<file path="src/design/npm_mem.sv">
// Simple dual-port RAM: one write port, one read port, registered read data.
// No dependencies.
`default_nettype none

module npm_mem #(
    parameter int DEPTH = 64,
    parameter int AW    = 6,
    parameter int W     = 31
) (
    input  wire logic          clk,
    input  wire logic          we,
    input  wire logic [AW-1:0] waddr,
    input  wire logic [W-1:0]  wdata,
    input  wire logic [AW-1:0] raddr,
    output logic      [W-1:0]  rdata
);

    logic [W-1:0] mem [DEPTH];

    always_ff @(posedge clk)
    begin
        if (we)
        begin
            mem[waddr] <= wdata;
        end
        rdata <= mem[raddr];
    end

endmodule

`default_nettype wire

</file>
<file path="config.mk">
export PLATFORM = sky130hd
export DESIGN_NAME = npm_mem
export DESIGN_NICKNAME = d
export VERILOG_FILES = /design/src/design/npm_mem.sv
export SDC_FILE = /design/constraint.sdc
export NUM_CORES = 2
export LEC_CHECK = 0
export BUFFER_PORTS_ARGS = -buffer_cell sky130_fd_sc_hd__buf_2
export CORE_UTILIZATION = 50
export DETAILED_ROUTE_END_ITERATION = 8
export GPL_TIMING_DRIVEN = 0
export PLACE_DENSITY_LB_ADDON = 0.2
export SYNTH_ARGS = -nofsm -noshare
export SYNTH_HDL_FRONTEND = slang
export SYNTH_SLANG_ARGS = --single-unit
</file>
<file path="constraint.sdc">
create_clock -name clk -period 4.35 [get_ports clk]
set_input_delay 0.435 -clock clk [delete_from_list [all_inputs] [get_ports clk]]
set_output_delay 0.435 -clock clk [all_outputs]
set_load 0.01 [all_outputs]
</file>
==> impl_metrics.py <==
metrics = {
    "clock_network": {
        "clk_path_buf_depth": 3,
        "numClockSinks": 2015,
        "clkTransAtPathRegs_ns": 0.06,
        "clock_tree.root_cell": "sky130_fd_sc_hd__clkbuf_16",
        "cts_inserted_buffers": 195,
        "insertion_delay_ns": 0.82,
        "cts_htree_levels": 4,
        "cts-hold-fix-buffers": 0,
        "post_cts.repair.setup_buffers": 0,
        "ctsResizeCount": 0,
        "cts_tree": "yes",
    },
    "place": {
        "numPlacedInstances": 5574,
        "dp_slack_ns": -0.102,
        "post-dp-hpwl_mm": 124,
        "finalWeightedCongestion": 0.846,
        "postPlaceCellArea_um2": 81200,
        "place.port_buffers": 67,
    },
    "floorplanning": {
        "die_height_um": 393,
        "floorplan.io_pins": 76,
        "initial_standard_cell_utilization_of_the_core": 0.506,
        "die-area_um2": 154000,
        "floorplan.die.width_um": 393,
        "fp-row-count": 142,
        "core_region_area_um2": 151000,
    },
    "setup_path": {
        "crit_path_start_kind": "input port",
        "reg2regPathDepth": 5,
        "critPathArrivalTime_ns": 4.65,
        "critPathKind": "in2reg",
        "setup.reg_to_reg.worst_slack_ns": 1.62,
        "crit_path_cell_trace": "buf_2, clkbuf_1, nand3b_1, clkbuf_1, o22ai_1, o31ai_1, and3_1",
        "peak_per_stage_delay_on_the_critical_path_ns": 1.25,
        "r2r_end": "rdata[18]$_DFF_P_",
        "crit_slowest_cell": "sky130_fd_sc_hd__o31ai_1",
        "cp-end-kind": "flip-flop",
        "worstReg2RegStart": "mem[38][18]$_DFFE_PP_",
        "crit_required_ns": 5.06,
        "crit_fanout": 10,
        "crit_path_frequent_cell": "sky130_fd_sc_hd__clkbuf_1",
    },
    "sta": {
        "slew_headroom": -0.0170,
        "fin_setup_tns_ns": 0,
        "setup_violations": 0,
        "finalHoldWorstSlack_ns": 0.211,
        "worst-slew-pin-transition_ns": 1.51,
        "fin_crit_sh": 0.905,
        "rsz0062_at_grt": "no",
        "clock.fmax_mhz": 254,
        "post_route_clock_skew_ns": 0.0320,
        "hold_viol": 0,
        "layout_min_cycle_time_ns": 3.94,
        "layout_setup_ws_ns": 0.411,
        "number_of_max_slew_violations_in_the_final_report": 3,
    },
    "power_and_ir_drop": {
        "pwr-share-clk": 0.403,
        "power.total_mw": 39.6,
        "vdd.ir_drop.worst_v": 0.000368,
        "p_seq_frac": 0.544,
        "power.share.switching": 0.214,
        "p_sw_mw": 8.46,
        "total_internal_power_mw": 31.1,
        "power.static_leakage_nw": 27.8,
        "powerDensity_nw_per_um2": 453,
        "share_of_power_burned_in_combinational_logic": 0.053,
    },
    "route": {
        "route.vias.total": 36700,
        "drt_iter0_drc": 4388,
        "ant_nets": 0,
        "wl_mm": 195,
        "drt-vias-per-instance": 6.17,
        "first_pass_iters": 7,
        "routedWlPerCell_um": 32.8,
        "drcViolationCount": 0,
    },
    "yosys": {
        "nets_in_the_synthesized_netlist": 3463,
        "synthAdderAreaFrac": 0,
        "asyncSetResetFlopFracSynth": 0,
        "synth_cell_type_count": 33,
        "combinational_family_with_the_most_area_after_synthesis": "multiplexers",
        "post_synth_xor_area_fraction": 0,
        "synth_mux_area_frac": 0.159,
        "ys_ff_latch": 2015,
        "sequential_share_of_the_synthesized_area": 0.789,
        "yosys_warnings": 0,
        "synthesized_area_per_cell_um2": 22.3,
        "syn-instance-count": 3418,
        "simple_logic_cell_fraction_of_the_synthesized_area": 0.00953,
        "synth_area_um2": 76300,
        "dominantRegCellSynth": "sky130_fd_sc_hd__edfxtp_1",
        "synth_compound_area_frac": 0.0306,
        "synth_edf_count": 1984,
    },
    "layout": {
        "finish.utilization": 0.579,
        "mostFrequentLayoutCell": "sky130_fd_sc_hd__edfxtp_1",
        "final_cell_mix": "sky130_fd_sc_hd__edfxtp_1, sky130_fd_sc_hd__mux4_2, sky130_fd_sc_hd__mux2i_1",
        "fraction_of_layout_cells_with_a_size_suffix_above_1": 0.256,
        "final_cell_count_no_fill": 5939,
        "flow.area_growth_from_synthesis_pct": 14.4,
        "nNetsFinal": 3804,
        "num-fill-cells": 10900,
        "layout.cell_area.non_filler_um2": 87300,
    },
    "outcome": {
        "run_status": "finished with violations",
        "violations_in_the_final_reports": "capacitance limit, slew limit",
    },
    "worst_hold_path": {
        "hold-path-cell-count": 1,
        "hp-class": "in2reg",
        "hold-path-endpoint": "mem[24][6]$_DFFE_PP_",
        "worstHoldStart": "wdata[6]",
    },
    "grt": {
        "global_route_wire_length_before_repair_mm": 273,
        "grt_max_degree": 65,
        "overflow": 0,
        "grt.total_usage": 0.257,
        "grt_pass1_vias": 36600,
        "grt_antenna_before_repair": 19,
    },
    "run": {
        "drv.max_cap_violation_count": 3,
    },
}
-- worst max-delay path: cells and delay by family --
family          cells  cell delay, ns
simple gates        2            1.00
compound gates      2            1.55
buf+inv             3            1.62
-- area by class of cell --
class | instances | area, um^2 | area share
sequential | 2015 | 60200 | 0.690
clock inverter | 103 | 672 | 0.00770
timing repair buffer | 144 | 1970 | 0.0226
tap | 2016 | 2520 | 0.0289
buffer | 195 | 935 | 0.0107
clock buffer | 253 | 5280 | 0.0605
multi-input combinational | 1208 | 15700 | 0.180
antenna | 5 | 12.5 | 0.000143
-- cells in the mapped netlist, types with 3 or more instances --
| master | instances | area (um^2) |
|---|---|---|
| sky130_fd_sc_hd__a211oi_1 | 3 | 22.5 |
| sky130_fd_sc_hd__a21o_1 | 26 | 195 |
| sky130_fd_sc_hd__a22oi_1 | 104 | 781 |
| sky130_fd_sc_hd__a31oi_1 | 52 | 325 |
| sky130_fd_sc_hd__and3_1 | 26 | 163 |
| sky130_fd_sc_hd__buf_1 | 12 | 45.0 |
| sky130_fd_sc_hd__buf_2 | 78 | 390 |
| sky130_fd_sc_hd__buf_4 | 24 | 180 |
| sky130_fd_sc_hd__clkbuf_1 | 79 | 297 |
| sky130_fd_sc_hd__dfxtp_1 | 31 | 621 |
| sky130_fd_sc_hd__edfxtp_1 | 1984 | 59600 |
| sky130_fd_sc_hd__mux2_2 | 7 | 78.8 |
| sky130_fd_sc_hd__mux2i_1 | 295 | 2950 |
| sky130_fd_sc_hd__mux4_2 | 403 | 9080 |
| sky130_fd_sc_hd__nand2_1 | 10 | 37.5 |
| sky130_fd_sc_hd__nand2b_1 | 5 | 31.3 |
| sky130_fd_sc_hd__nand3_1 | 6 | 30.0 |
| sky130_fd_sc_hd__nand3b_1 | 5 | 37.5 |
| sky130_fd_sc_hd__nor2_1 | 77 | 289 |
| sky130_fd_sc_hd__nor2b_1 | 6 | 37.5 |
| sky130_fd_sc_hd__nor3_1 | 7 | 35.0 |
| sky130_fd_sc_hd__o21ai_0 | 52 | 260 |
| sky130_fd_sc_hd__o22ai_1 | 85 | 532 |
| sky130_fd_sc_hd__o31ai_1 | 26 | 195 |
| sky130_fd_sc_hd__or3b_2 | 3 | 26.3 |
-- layer usage --
metal	track usage	vias to the layer above	wire, um
met2	0.407	1684	94200
met1	0.346	19400	75700
met5	0	-	109
li1	-	15200	-
met3	0.0638	310	17900
met4	0.0944	14	6920
-- state kept, by name (all words and copies together), names as in the netlist --
| name | count |
|---|---|
| mem | 1984 |
| rdata | 31 |
-- cell families (layout without fill, tap and decap cells) --
group / count (synthesis) / in the layout
buffers and inverters: 195 / 695
AO/OA/AOI/OAI: 352 / 352
other: 0 / 5
AND/OR/NAND/NOR: 151 / 151
flip-flops: 2015 / 2015
multiplexers: 705 / 705
-- how the worst max path moves through the flow --
| stage | start | end | cells past startpoint |
|---|---|---|---|
| 3_5_place_dp | raddr[3] | rdata[20]$_DFF_P_ | 7 |
| 6_report | raddr[3] | rdata[20]$_DFF_P_ | 7 |
| 4_1_cts | raddr[3] | rdata[20]$_DFF_P_ | 7 |
| 5_1_grt | raddr[3] | rdata[26]$_DFF_P_ | 7 |
| 3_3_place_gp | waddr[4] | mem[48][17]$_DFFE_PP_ | 3 |
| 2_1_floorplan | waddr[3] | mem[48][0]$_DFFE_PP_ | 4 |
-- power by group through the flow --
stage | clock, mW | sequential (mW) | combinational [mW]
2_1_floorplan | 0 | 22.0 | 1.01
3_3_place_gp | 0 | 22.0 | 2.02
3_5_place_dp | 0 | 22.0 | 2.09
4_1_cts | 16.1 | 21.5 | 2.10
5_1_grt | 16.9 | 21.5 | 2.21
6_report | 15.9 | 21.5 | 2.11
(Power assumes the default switching activity.)
