[config.mk]
export PLATFORM = sky130hd
export DESIGN_NAME = npm_mulmod
export DESIGN_NICKNAME = d
export VERILOG_FILES = /design/src/design/npm_pkg.sv /design/src/design/npm_mulmod.sv
export SDC_FILE = /design/constraint.sdc
export NUM_CORES = 1
export LEC_CHECK = 0
export ABC_AREA = 1
export BUFFER_PORTS_ARGS = -buffer_cell sky130_fd_sc_hd__buf_2
export CORE_UTILIZATION = 35
export DETAILED_ROUTE_END_ITERATION = 16
export PLACE_DENSITY = 0.49
export SLEW_MARGIN = 25
export SYNTH_ARGS = -nofsm -noshare
export SYNTH_HDL_FRONTEND = slang
export SYNTH_SLANG_ARGS = --single-unit
[constraint.sdc]
create_clock -name clk -period 4.9 [get_ports clk]
set_input_delay 0.49 -clock clk [delete_from_list [all_inputs] [get_ports clk]]
set_output_delay 0.49 -clock clk [all_outputs]
set_load 0.05 [all_outputs]
[src/design/npm_pkg.sv]
// Package for the NTT polynomial multiplier: widths, reset values,
// register codes, sequencer states and the structs passed between modules.
// No dependencies.
`default_nettype none

package npm_pkg;

    localparam int DATA_W         = 31;
    localparam int LOG_W          = 3;
    localparam int CFG_IDX_W      = 3;
    localparam int MAX_POINTS_DEF = 64;

    localparam logic [LOG_W-1:0]  LOG_SIZE_RST = 3'd6;
    localparam logic [DATA_W-1:0] MODULUS_RST  = 31'd2013265921;
    localparam logic [DATA_W-1:0] FACTOR_RST   = 31'd1;

    // Configuration register indexes
    typedef enum logic [CFG_IDX_W-1:0] {
        REG_LOG_SIZE     = 3'd0,
        REG_MODULUS      = 3'd1,
        REG_ROOT         = 3'd2,
        REG_INVERSE_ROOT = 3'd3,
        REG_INVERSE_SIZE = 3'd4
    } cfg_reg_t;

    // Which transform is running
    typedef enum logic [1:0] {
        PH_FWD_A,
        PH_FWD_B,
        PH_INV
    } phase_t;

    typedef enum logic [4:0] {
        S_LOAD,
        S_MUL,
        S_TX_INIT,
        S_TX_W,
        S_PERM_RD,
        S_PERM_RD2,
        S_PERM_RD3,
        S_PERM_R1,
        S_PERM_R2,
        S_PERM_WR,
        S_STAGE_INIT,
        S_SQ,
        S_SQ_W,
        S_BF_RD,
        S_BF_RD2,
        S_BF_RD3,
        S_BF_X,
        S_BF_T,
        S_PW_RD,
        S_PW_RD2,
        S_PW_WR,
        S_OUT_INIT,
        S_OUT_W,
        S_OUT_RD,
        S_OUT_RD2,
        S_OUT_EMIT
    } state_t;

    // Settings as used by the sequencer
    typedef struct packed {
        logic [LOG_W-1:0]  lg;
        logic [DATA_W-1:0] p;
        logic              one;
        logic [DATA_W-1:0] root;
        logic [DATA_W-1:0] iroot;
        logic [DATA_W-1:0] isz;
    } cfg_t;

    // Modular multiplier request and response
    typedef struct packed {
        logic              start;
        logic [DATA_W-1:0] x;
        logic [DATA_W-1:0] y;
    } mm_req_t;

    typedef struct packed {
        logic              busy;
        logic              done;
        logic [DATA_W-1:0] res;
    } mm_rsp_t;

endpackage

`default_nettype wire

[src/design/npm_mulmod.sv]
// Bit-serial modular multiplier: x * y mod p, one bit of x per cycle.
// y must already be below p. Depends on npm_pkg.
`default_nettype none

module npm_mulmod (
    input  wire logic                       clk,
    input  wire logic                       rst_n,
    input  wire npm_pkg::mm_req_t           req,
    input  wire logic [npm_pkg::DATA_W-1:0] p,
    output npm_pkg::mm_rsp_t                rsp
);

    localparam int DW = npm_pkg::DATA_W;
    localparam int NW = $clog2(DW);

    logic          busy_reg;
    logic          done_reg;
    logic [NW-1:0] cnt_reg;
    logic [DW-1:0] x_reg;
    logic [DW-1:0] y_reg;
    logic [DW-1:0] r_reg;

    logic [DW+1:0] sum;
    logic [DW+1:0] two_p;
    logic [DW+1:0] one_p;
    logic [DW-1:0] r_next;

    // One step: r = (2r + bit * y) mod p, the sum stays below 3p
    always_comb
    begin
        two_p = {1'b0, p, 1'b0};
        one_p = {2'b00, p};
        sum   = {1'b0, r_reg, 1'b0} + (x_reg[DW-1] ? {2'b00, y_reg} : '0);
        if (sum >= two_p)
        begin
            r_next = DW'(sum - two_p);
        end
        else if (sum >= one_p)
        begin
            r_next = DW'(sum - one_p);
        end
        else
        begin
            r_next = DW'(sum);
        end
    end

    always_ff @(posedge clk or negedge rst_n)
    begin
        if (!rst_n)
        begin
            busy_reg <= 1'b0;
            done_reg <= 1'b0;
            cnt_reg  <= '0;
        end
        else
        begin
            done_reg <= 1'b0;
            if (req.start)
            begin
                busy_reg <= 1'b1;
                cnt_reg  <= NW'(DW - 1);
            end
            else if (busy_reg)
            begin
                if (cnt_reg == '0)
                begin
                    busy_reg <= 1'b0;
                    done_reg <= 1'b1;
                end
                else
                begin
                    cnt_reg <= cnt_reg - 1'b1;
                end
            end
        end
    end

    // Operand and accumulator
    always_ff @(posedge clk)
    begin
        if (req.start)
        begin
            x_reg <= req.x;
            y_reg <= req.y;
            r_reg <= '0;
        end
        else if (busy_reg)
        begin
            x_reg <= {x_reg[DW-2:0], 1'b0};
            r_reg <= r_next;
        end
    end

    assign rsp.busy = busy_reg;
    assign rsp.done = done_reg;
    assign rsp.res  = r_reg;

`ifndef ASSERT_OFF
    a_done_after_busy: assert property (@(posedge clk) disable iff (!rst_n)
        done_reg |-> $past(busy_reg))
        else $error("multiplier done without a run");
`endif

endmodule

`default_nettype wire

==> metrics.md, run 1 <==
| Metric | Value |
|---|---|
| Status | complete, no violations |
| All-Layer GR Usage | 23.7% |
| Clock sinks | 100 |
| Initial antenna violation count | 0 |
| Num CTS Buffers | 9 |
| Met2 WL post-DR | 15700 um |
| Max Freq | 216 MHz |
| Setup TNS after final layout | 0 ps |
| Startpoint Class | flop |
| P_sw | 4.57 mW |
| Gpl congestion | 1.02 |
| Detail Route Antenna Nets | 0 |
| Critical Path Stages | 24 |
| M1 WL | 18000 um |
| Synth top area share | 18.1% |
| Detailed Route WL | 36300 um |
| Place WS | 300 ps |
| Vias/cell | 5.03 |
| #FFs+latches synth | 100 |
| Crit-path max FO | 35 |
| Layout area overhead | 14.7% |
| Critical path class | reg -> reg |
| Post-synthesis compound-gate area fraction | 13.4% |
| Synth Net Count | 1819 |
| Final period utilization | 94.5% |
| Critical path required time | 5160 ps |
| Core area | 29100 um^2 |
| Chip width | 175 um |
| Syn avg cell area | 6.44 um^2 |
| Crit path to | r_reg[0]$_SDFFE_PP0P_ |
| Clk buf depth | 2 |
| Hold WC Path Type | in -> reg |
| Post-synthesis mux area share | 0% |
| Seq/Total Area, Yosys | 25.4% |
| Largest net degree at the start of global routing | 69 |
| Tmin final | 4630 ps |
| Slew Limit Fails | 0 |
| Diode count | 0 |
| Delay-heaviest family, CP | simple AND/OR/NAND/NOR gates |
| Dominant synthesized flop cell | edfxtp_1 |
| Max stage delay on crit path | 430 ps |
| Final setup vio count | 0 |
| CP Capture Type | flop |
| Post-synth EDFFs | 62 |
| Most used cell along the critical path | nand2_1 |
| CTS tree | built |
| PwrDens | 658 nW/um^2 |
| Largest cells by area after synthesis | nand2_1 (18%), edfxtp_1 (18%), ha_1 (11%), inv_1 (8.5%), a21oi_1 (6.8%) |
| Core Rows | 62 |
| Mapped Area | 10500 um^2 |
| Clock root cell | clkbuf_16 |
| Reg power frac | 15.1% |
| Area leader, netlist | nand2_1 |
| Measured slew at the worst slew-check pin | 778 ps |
| Clk_lat worst skew | 370 ps |
| Worst reg2reg setup slack | 270 ps |
| Total grt overflow | 0 |
| Die ar. | 30600 um^2 |
| Highest routed layer | met4 |
| Ports | 129 |
| Routed wl met3 | 1750 um |
| Beginning of the critical path | x_reg[30]$_DFFE_PP_ |
| Share of cells above drive strength 1 | 11.8% |
| Total power | 7.90 mW |
| Cell with the most instances after synthesis | nand2_1 |
| First-pass DRT Iterations | 5 |
| WL/cell | 17.0 um |
| Main combinational cell family by area after synthesis | simple AND/OR/NAND/NOR gates |
| Post-synthesis xor/xnor area fraction | 5.69% |
| Placed cell area | 11600 um^2 |
| Syn Inst Count | 1626 |
| Clock power share | 9.3% |
| Remaining design rule violation count | 0 |
| CP arrival | 4900 ps |
| Nets | 1945 |
| Chip Height | 175 um |
| Initial Utilization | 36.0% |
| Worst setup margin | 269 ps |
| First-pass GRT wire length | 55900 um |
| P_int | 3.33 mW |
| IO buf count | 128 |
| Adder-Cell Fraction of Synth Area | 11.8% |
| Crit path buf inv count | 5 |
| Final Util | 41.3% |
| Vias in the first global route | 10.2k |
| Clock-pin slew on the worst setup and hold paths | 80 ps |
| Reg2reg start | x_reg[30]$_DFFE_PP_ |
| Post-DP HPWL | 30000 um |
| Max_cap viols | 0 |
| FF-to-FF End | r_reg[0]$_SDFFE_PP0P_ |
| Via count | 10.8k |
| H-tree Lvls | 3 |
| Worst vdd ir | 0.231 mV |
| YS warnings | 0 |
| Post-synthesis simple-gate area fraction | 33.2% |
| Slew HR | 48.1% |
| Leakage power | 6.50 nW |
| Reg2reg path depth | 24 |
| Clock Skews | 18.4 ps |
| Iter 0 DRT Violations | 747 |
| Hold Fails Final Rpt | 0 |
| Fillers | 3205 |
| Switching share of power | 57.9% |
| CP cell instances | buf_4 -> nand2_1 -> inv_1 -> ha_1 -> fa_1 -> nand3_1 -> nand3_1 -> and3_1 -> o21ai_0 -> nand3b_1 -> nand2_1 -> inv_1 -> ha_1 -> nand2_1 -> nor3_1 -> nand4_1 -> nand2_1 -> nor2_2 -> a21boi_4 -> buf_12 -> nand3_1 -> nand3_1 -> nand2_1 -> inv_1 |
| Ys async rst share | 7.00% |
| Synth unique cells | 43 |
| Gate power share | 75.5% |
| Design area | 12000 um^2 |
| Commonest cells in the netlist | nand2_1 (505), inv_1 (237), a21oi_1 (142) |
| Slowest stage cell, crit path | fa_1 |
## area by class of cell
cell class,count,area (um^2),share of cell area [%]
flip-flops and latches,100,2660,22.1
well taps,384,480,4.00
clock inverters,7,71.3,0.594
inverters,244,916,7.63
multi-input cells,1249,6820,56.8
repair buffers,148,835,6.95
clock buffers,9,225,1.88
## cells by family (layout without fill, tap and decap cells)
group           after synthesis  in the layout
compound gates              254            254
flops                       100            100
xor+xnor                     68             68
buf+inv                     278            408
simple gates                829            830
fa+ha+maj                    97             97
## metal layers
layer | vias up | global-route usage (%)
met2 | 297 | 36.6
li1 | 5522 | -
met5 | - | 0
met1 | 4921 | 34.7
met3 | 38 | 2.44
met4 | 0 | 6.88
## worst min path at each step
stage	from	endpoint	slack, ps	cells past startpoint
after CTS	req[21]	y_reg[21]$_DFFE_PP_	280	1
after global routing	req[27]	y_reg[27]$_DFFE_PP_	280	1
after global placement	rst_n	done_reg$_DFF_PN0_	330	1
after floorplan	rst_n	busy_reg$_DFF_PN0_	190	0
after detailed placement	rst_n	done_reg$_DFF_PN0_	330	1
final	req[23]	y_reg[23]$_DFFE_PP_	290	1
## worst reg2reg max path, delay by kind of cell (launching register included)
| kind | cells | cell delay [ps] |
|---|---|---|
| AND/OR/NAND/NOR | 14 | 2080 |
| buffers and inverters | 5 | 570 |
| AO/OA/AOI/OAI | 2 | 550 |
| flip-flops | 1 | 370 |
| adder cells (fa/ha/maj) | 3 | 990 |
## repair_timing
action                                  CTS  global route
endpoints found under the setup margin    0            31
setup buffers                             0             1
endpoints found under the hold margin     7             0
gates resized for setup                   0            22
hold buffers                              1             0
## per-stage QoR
step | hold slack (ps) | cells
after CTS | 277 | 2139
final | 290 | 2141
after global placement | 335 | 2122
after global routing | 275 | 2141
after floorplan | 194 | 1626
after detailed placement | 333 | 2122
## power by group through the flow
| stage | sequential [mW] | combinational (mW) | clock, mW |
|---|---|---|---|
| 5_1_grt | 1.21 | 6.52 | 0.780 |
| 3_5_place_dp | 1.21 | 5.70 | 0 |
| 3_3_place_gp | 1.22 | 5.74 | 0 |
| 4_1_cts | 1.20 | 5.75 | 0.758 |
| 6_report | 1.19 | 5.97 | 0.737 |
| 2_1_floorplan | 1.47 | 3.75 | 0 |
## layout by cell type (no fill, tap or decap), drive strengths merged
cell type and count:
and2 3, or2 3, nor2 129, dfxtp 31, dfrtp 7, and3 2, edfxtp 62, xor2 44
clkinv 5, buf 147, dlygate4sd3 1, nand2 512, nand4 13, a31oi 7, nor3b 1, o211ai 4
nand3b 17, a21o 9, o21a 2, inv 245, nor4 2, o21bai 22, a211oi 1, ha 94
clkinvlp 1, a21boi 3, o21ai 62, fa 3, nand3 127, clkbuf 9, nor3 21, xnor2 24
a21oi 144
(Power assumes the default switching activity.)
==> inputs of run 2 (changes only) <==
--- a/config.mk
+++ b/config.mk
@@ -7,9 +7,9 @@
 export LEC_CHECK = 0
 export ABC_AREA = 1
 export BUFFER_PORTS_ARGS = -buffer_cell sky130_fd_sc_hd__buf_2
-export CORE_UTILIZATION = 35
+export CORE_UTILIZATION = 50
 export DETAILED_ROUTE_END_ITERATION = 16
-export PLACE_DENSITY = 0.49
+export PLACE_DENSITY = 0.66
 export SLEW_MARGIN = 25
 export SYNTH_ARGS = -nofsm -noshare
 export SYNTH_HDL_FRONTEND = slang
==> metrics.md, run 2 (synthesized netlist as in run 1, its figures left out) <==
| Metric | Value |
|---|---|
| Reg power frac | 15.2% (was 15.1%) |
| Hold WC Path Type | in -> reg (unchanged) |
| Commonest non-fill, non-tap cell in the layout | nand2_1 (unchanged) |
| First-pass GRT wire length | 52600 um (was 55900 um) |
| Diode count | 0 (unchanged) |
| Most frequent cells in the layout | nand2_1 (505), inv_1 (236), a21oi_1 (142) (was nand2_1 (504), inv_1 (236), a21oi_1 (140)) |
| Critical path required time | 5200 ps (was 5160 ps) |
| Measured slew at the worst slew-check pin | 740 ps (was 778 ps) |
| Clk_lat worst skew | 380 ps (was 370 ps) |
| Slew Limit Fails | 0 (unchanged) |
| Max_cap viols | 0 (unchanged) |
| Switching share of power | 57.4% (was 57.9%) |
| Via count | 10.8k (about the same) |
| Worst vdd ir | 0.272 mV (was 0.231 mV) |
| All-Layer GR Usage | 31.8% (was 23.7%) |
| Fin Hold WS | 284 ps (was 290 ps) |
| P_int | 3.32 mW (was 3.33 mW) |
| IO buf count | 128 (unchanged) |
| Num CTS Buffers | 9 (unchanged) |
| Detailed Route WL | 34100 um (was 36300 um) |
| Detail Route Antenna Nets | 0 (unchanged) |
| CP Capture Type | flop (unchanged) |
| Clock root cell | clkbuf_16 (unchanged) |
| Status | complete, no violations (unchanged) |
| Vias in the first global route | 10.0k (was 10.2k) |
| Gpl congestion | 1.08 (was 1.02) |
| Clock-pin slew on the worst setup and hold paths | 90 ps (was 80 ps) |
| Critical path class | reg -> reg (unchanged) |
| Final period utilization | 94.2% (was 94.5%) |
| WL/cell | 16.9 um (was 17.0 um) |
| Crit-path max FO | 31 (was 35) |
| Chip Height | 147 um (was 175 um) |
| Core Rows | 52 (was 62) |
| CTS tree | built (unchanged) |
| Vias/cell | 5.34 (was 5.03) |
| Layout area overhead | 12.8% (was 14.7%) |
| Initial antenna violation count | 0 (unchanged) |
| Leakage power | 6.47 nW (was 6.50 nW) |
| Share of cells above drive strength 1 | 11.5% (was 11.8%) |
| Slew HR | 50.6% (was 48.1%) |
| Startpoint Class | flop (unchanged) |
| Final setup vio count | 0 (unchanged) |
| First-pass DRT Iterations | 6 (was 5) |
| Clk buf depth | 2 (unchanged) |
| Post-DP HPWL | 28100 um (was 30000 um) |
| Max Freq | 217 MHz (was 216 MHz) |
| Hold Fails Final Rpt | 0 (unchanged) |
| Total power | 7.80 mW (was 7.90 mW) |
| Clock sinks | 100 (unchanged) |
| P_sw | 4.48 mW (was 4.57 mW) |
| Ports | 129 (unchanged) |
| Iter 0 DRT Violations | 793 (was 747) |
| Largest net degree at the start of global routing | 69 (unchanged) |
| H-tree Lvls | 3 (unchanged) |
| Chip width | 147 um (was 175 um) |
| Nets | 1943 (was 1945) |
| Tmin final | 4610 ps (was 4630 ps) |
| Total grt overflow | 0 (unchanged) |
| Remaining design rule violation count | 0 (unchanged) |
| Clock power share | 9.5% (was 9.3%) |
| Core area | 20400 um^2 (was 29100 um^2) |
| Gate power share | 75.2% (was 75.5%) |
| CP arrival | 4910 ps (was 4900 ps) |
| Die ar. | 21500 um^2 (was 30600 um^2) |
| Initial Utilization | 51.4% (was 36.0%) |
| PwrDens | 661 nW/um^2 (was 658 nW/um^2) |
| Clock Skews | 20.6 ps (was 18.4 ps) |
==> run 2: cell types whose count changed in the layout (fill, tap and decap cells not counted), sizes merged <==
cell,before,now
buf,147,145
clkinv,5,6
clkinvlp,1,0
==> run 2: timing repair <==
action,in CTS,in global routing
setup buffers,0,4
resized for setup,0,14
hold buffers,1,0
setup endpoints to repair,0,31
hold endpoints to repair,7,0
==> run 2: power groups by stage <==
stage	Clock, mW	Sequential (mW)	Combinational (mW)
6_report	0.743	1.19	5.87
5_1_grt	0.777	1.20	6.40
4_1_cts	0.758	1.18	5.61
3_5_place_dp	0	1.20	5.55
3_3_place_gp	0	1.20	5.57
2_1_floorplan	0	1.47	3.75
==> run 2: final timing paths <==
check	endpoint	slack, ps	depth (start not counted)	startpoint
max	r_reg[25]$_SDFFE_PP0P_	290	25	x_reg[30]$_DFFE_PP_
min	y_reg[29]$_DFFE_PP_	280	1	req[29]
max reg2reg	r_reg[25]$_SDFFE_PP0P_	290	25	x_reg[30]$_DFFE_PP_
min reg2reg	x_reg[12]$_DFFE_PP_	500	2	x_reg[11]$_DFFE_PP_
max in group asynchronous	busy_reg$_DFF_PN0_	4250	2	rst_n
min in group asynchronous	cnt_reg[4]$_DFFE_PN0P_	470	2	rst_n
==> run 2: final cells by class <==
type / instances / area (um^2)
repair buffers: 146 / 798
clock buffers: 9 / 225
flip-flops and latches: 100 / 2660
multi-input cells: 1249 / 6790
fillers: 2071 / 8560
inverters: 244 / 917
clock inverters: 7 / 81.3
well taps: 270 / 338
==> run 2: critical path: stages (launching register included) <==
cell and delay, ps:
edfxtp_1 360, buf_4 230, nand2_1 90, inv_1 50, ha_2 370, nand2_1 110, nor2_1 150, inv_1 90
nor3_1 130, nand2_1 80, nand2_2 110, a31oi_1 110, or2_2 290, nand2_1 130, inv_1 110, ha_1 400
nand2_1 140, nor2_1 170, inv_1 90, nor3_1 300, nand3_1 100, or2_2 330, nand3_1 110, xor2_1 200
a21oi_1 90, a21oi_1 170
==> run 2: per-stage QoR <==
stage               setup slack (ps)  instances  area [um^2]  TNS (ps)  utilization, %
finish                           286       2025        11800         0            58.0
global route                   -14.0       2025        11800     -32.7            58.0
CTS                              194       2020        11700         0            57.4
detailed placement               251       2003        11400         0            55.9
global placement                 316       2003        11400         0            55.9
floorplan                       1100       1626        10500         0               -
==> run 2: layer usage <==
metal	wire, um	vias up	track usage (%)
li1	-	5514	-
met1	16100	4880	45.1
met2	14800	364	48.6
met3	2180	46	4.69
met4	1100	0	11.6
met5	0	-	0
==> inputs of run 3 (changes only) <==
--- a/config.mk
+++ b/config.mk
@@ -9,6 +9,8 @@
 export BUFFER_PORTS_ARGS = -buffer_cell sky130_fd_sc_hd__buf_2
 export CORE_UTILIZATION = 50
 export DETAILED_ROUTE_END_ITERATION = 16
+export HOLD_SLACK_MARGIN = 0.06
+export MAX_ROUTING_LAYER = met4
 export PLACE_DENSITY = 0.66
 export SLEW_MARGIN = 25
 export SYNTH_ARGS = -nofsm -noshare
==> metrics.md, run 3 (synthesized netlist as in run 1, its figures left out) <==
| Metric | Value |
|---|---|
| Max_cap viols | 0 (unchanged) |
| Initial antenna violation count | 0 (unchanged) |
| Share of cells above drive strength 1 | 11.1% (was 11.5%) |
| Beginning of the critical path | x_reg[30]$_DFFE_PP_ (unchanged) |
| Final Util | 57.9% (was 58.0%) |
| Detailed Route WL | 34700 um (was 34100 um) |
| Largest net degree at the start of global routing | 69 (unchanged) |
| Clock Skews | 18.4 ps (was 20.6 ps) |
| Crit path buf inv count | 4 (was 5) |
| Hold Fails Final Rpt | 0 (unchanged) |
| Slowest stage cell, crit path | fa_1 (was ha_1) |
| Initial Utilization | 51.4% (unchanged) |
| CTS tree | built (unchanged) |
| Most used cell along the critical path | nand2_1 (unchanged) |
| Commonest non-fill, non-tap cell in the layout | nand2_1 (unchanged) |
| Critical path class | reg -> reg (unchanged) |
| Layout Cells excl Fill | 2025 (unchanged) |
| Core area | 20400 um^2 (unchanged) |
| Reg2reg start | x_reg[30]$_DFFE_PP_ (unchanged) |
| Hold WC Path Type | in -> reg (unchanged) |
| Detail Route Antenna Nets | 0 (unchanged) |
| Delay-heaviest family, CP | simple AND/OR/NAND/NOR gates (unchanged) |
| Clk buf depth | 2 (unchanged) |
| Clock root cell | clkbuf_16 (unchanged) |
| Measured slew at the worst slew-check pin | 746 ps (was 740 ps) |
| Num CTS Buffers | 9 (unchanged) |
| Gpl congestion | 1.05 (was 1.08) |
| Die ar. | 21500 um^2 (unchanged) |
| Layout area overhead | 12.7% (was 12.8%) |
| Tmin final | 4570 ps (was 4610 ps) |
| Final period utilization | 93.3% (was 94.2%) |
| Post-DP HPWL | 28400 um (was 28100 um) |
| Total grt overflow | 0 (unchanged) |
| Clock sinks | 100 (unchanged) |
| Critical path required time | 5180 ps (was 5200 ps) |
| Slew Limit Fails | 0 (unchanged) |
| WL/cell | 17.1 um (was 16.9 um) |
| Final setup vio count | 0 (unchanged) |
| Remaining design rule violation count | 0 (unchanged) |
| Crit-path max FO | 31 (unchanged) |
| Hold path start | req[22] (was req[29]) |
| First-pass DRT Iterations | 5 (was 6) |
| Iter 0 DRT Violations | 902 (was 793) |
| Chip Height | 147 um (unchanged) |
| H-tree Lvls | 3 (unchanged) |
| Ports | 129 (unchanged) |
| PwrDens | 662 nW/um^2 (was 661 nW/um^2) |
| Vias in the first global route | 10.2k (was 10.0k) |
| First-pass GRT wire length | 53900 um (was 52600 um) |
| Clock-pin slew on the worst setup and hold paths | 90 ps (about the same) |
| Setup TNS after final layout | 0 ps (unchanged) |
| Diode count | 0 (unchanged) |
| Status | complete, no violations (unchanged) |
| Slew HR | 50.3% (was 50.6%) |
| Worst vdd ir | 0.290 mV (was 0.272 mV) |
| Max Freq | 219 MHz (was 217 MHz) |
| CP Capture Type | flop (unchanged) |
| Leakage power | 6.48 nW (was 6.47 nW) |
| Max stage delay on crit path | 420 ps (was 400 ps) |
| Number of instances in the placed design | 2004 (was 2003) |
| CP arrival | 4860 ps (was 4910 ps) |
| Core Rows | 52 (unchanged) |
| Nets | 1943 (unchanged) |
| RSZ-0062 raised after global routing | true |
| Vias/cell | 5.45 (was 5.34) |
| All-Layer GR Usage | 33.4% (was 31.8%) |
| Via count | 11.0k (was 10.8k) |
| IO buf count | 128 (unchanged) |
| Clk_lat worst skew | 370 ps (was 380 ps) |
| Fillers | 2071 (unchanged) |
| Chip width | 147 um (unchanged) |
| Most frequent cells in the layout | nand2_1 (504), inv_1 (237), a21oi_1 (142) (was nand2_1 (505), inv_1 (236), a21oi_1 (142)) |
| Startpoint Class | flop (unchanged) |
## run 3: changes by cell type in the layout (fill, tap and decap cells not counted), moves of 2 or more
cell | before | now
ha_1 | 91 | 93
clkinv_4 | 3 | 1
nor2_2 | 6 | 4
inv_6 | 0 | 2
nor2_1 | 122 | 124
xor2_1 | 41 | 43
xor2_2 | 3 | 1
## run 3: final cells by class
class,instances,area [um^2],share of cell area [%]
clock inverter,7,86.3,0.732
multi-input combinational,1250,6770,57.4
timing repair buffer,145,795,6.74
clock buffer,9,225,1.91
sequential,100,2660,22.5
inverter,244,916,7.77
tap,270,338,2.86
## run 3: where the power goes
part / internal, mW / switching, mW / total (mW) / leakage (nW)
Sequential: 1.05 / 0.137 / 1.19 / 0.976
Clock: 0.367 / 0.386 / 0.753 / 0.151
Combinational: 1.88 / 3.98 / 5.86 / 5.36
Total: 3.30 / 4.50 / 7.80 / 6.48
## run 3: metal layers
layer | global-route usage [%] | vias up | share of wire (%)
li1 | - | 5517 | -
met4 | 10.9 | 0 | 3.1
met2 | 50.0 | 432 | 43
met1 | 47.1 | 5038 | 47
met3 | 3.06 | 44 | 6.7
met5 | - | - | 0
## run 3: final timing paths
check / to / slack, ps / cells after the start
min: y_reg[22]$_DFFE_PP_ / 280 / 1
max: r_reg[12]$_SDFFE_PP0P_ / 330 / 25
min in group asynchronous: cnt_reg[3]$_DFFE_PN0P_ / 480 / 2
max in group asynchronous: busy_reg$_DFF_PN0_ / 4250 / 2
max reg2reg: r_reg[12]$_SDFFE_PP0P_ / 330 / 25
min reg2reg: cnt_reg[4]$_DFFE_PN0P_ / 510 / 2
## run 3: what timing repair did
| item | CTS | global route |
|---|---|---|
| endpoints found under the setup margin | 0 | 31 |
| setup buffers | 0 | 2 |
| resized for setup | 0 | 10 |
| endpoints found under the hold margin | 7 | 0 |
| hold buffers | 1 | 0 |
## run 3: worst reg2reg max path: stages (launching register included)
cell and delay, ps:
edfxtp_1 390, buf_6 190, nand2_1 90, inv_1 40
ha_1 190, fa_1 420, nand3_1 110, nand3_1 160
and3_1 210, nor2_1 170, xor2_1 340, inv_1 130
ha_1 380, nand2_1 120, nor2_1 250, nand2_1 120
nor2_1 110, nand2_1 60, nand2_1 120, nand2_1 80
nand2_2 90, nand2_1 60, nand2_1 60, buf_4 310
a21oi_1 140, a21oi_1 170
## run 3: metrics by stage
stage / total power, mW / setup WS (ps) / hold slack [ps] / instance area [um^2]
final: 7.80 / 327 / 284 / 11800
after global routing: 8.38 / -15.0 / 284 / 11800
after CTS: 7.55 / 251 / 285 / 11700
after detailed placement: 6.77 / 295 / 333 / 11400
after global placement: 6.79 / 361 / 332 / 11400
after floorplan: 5.23 / 1100 / 194 / 10500
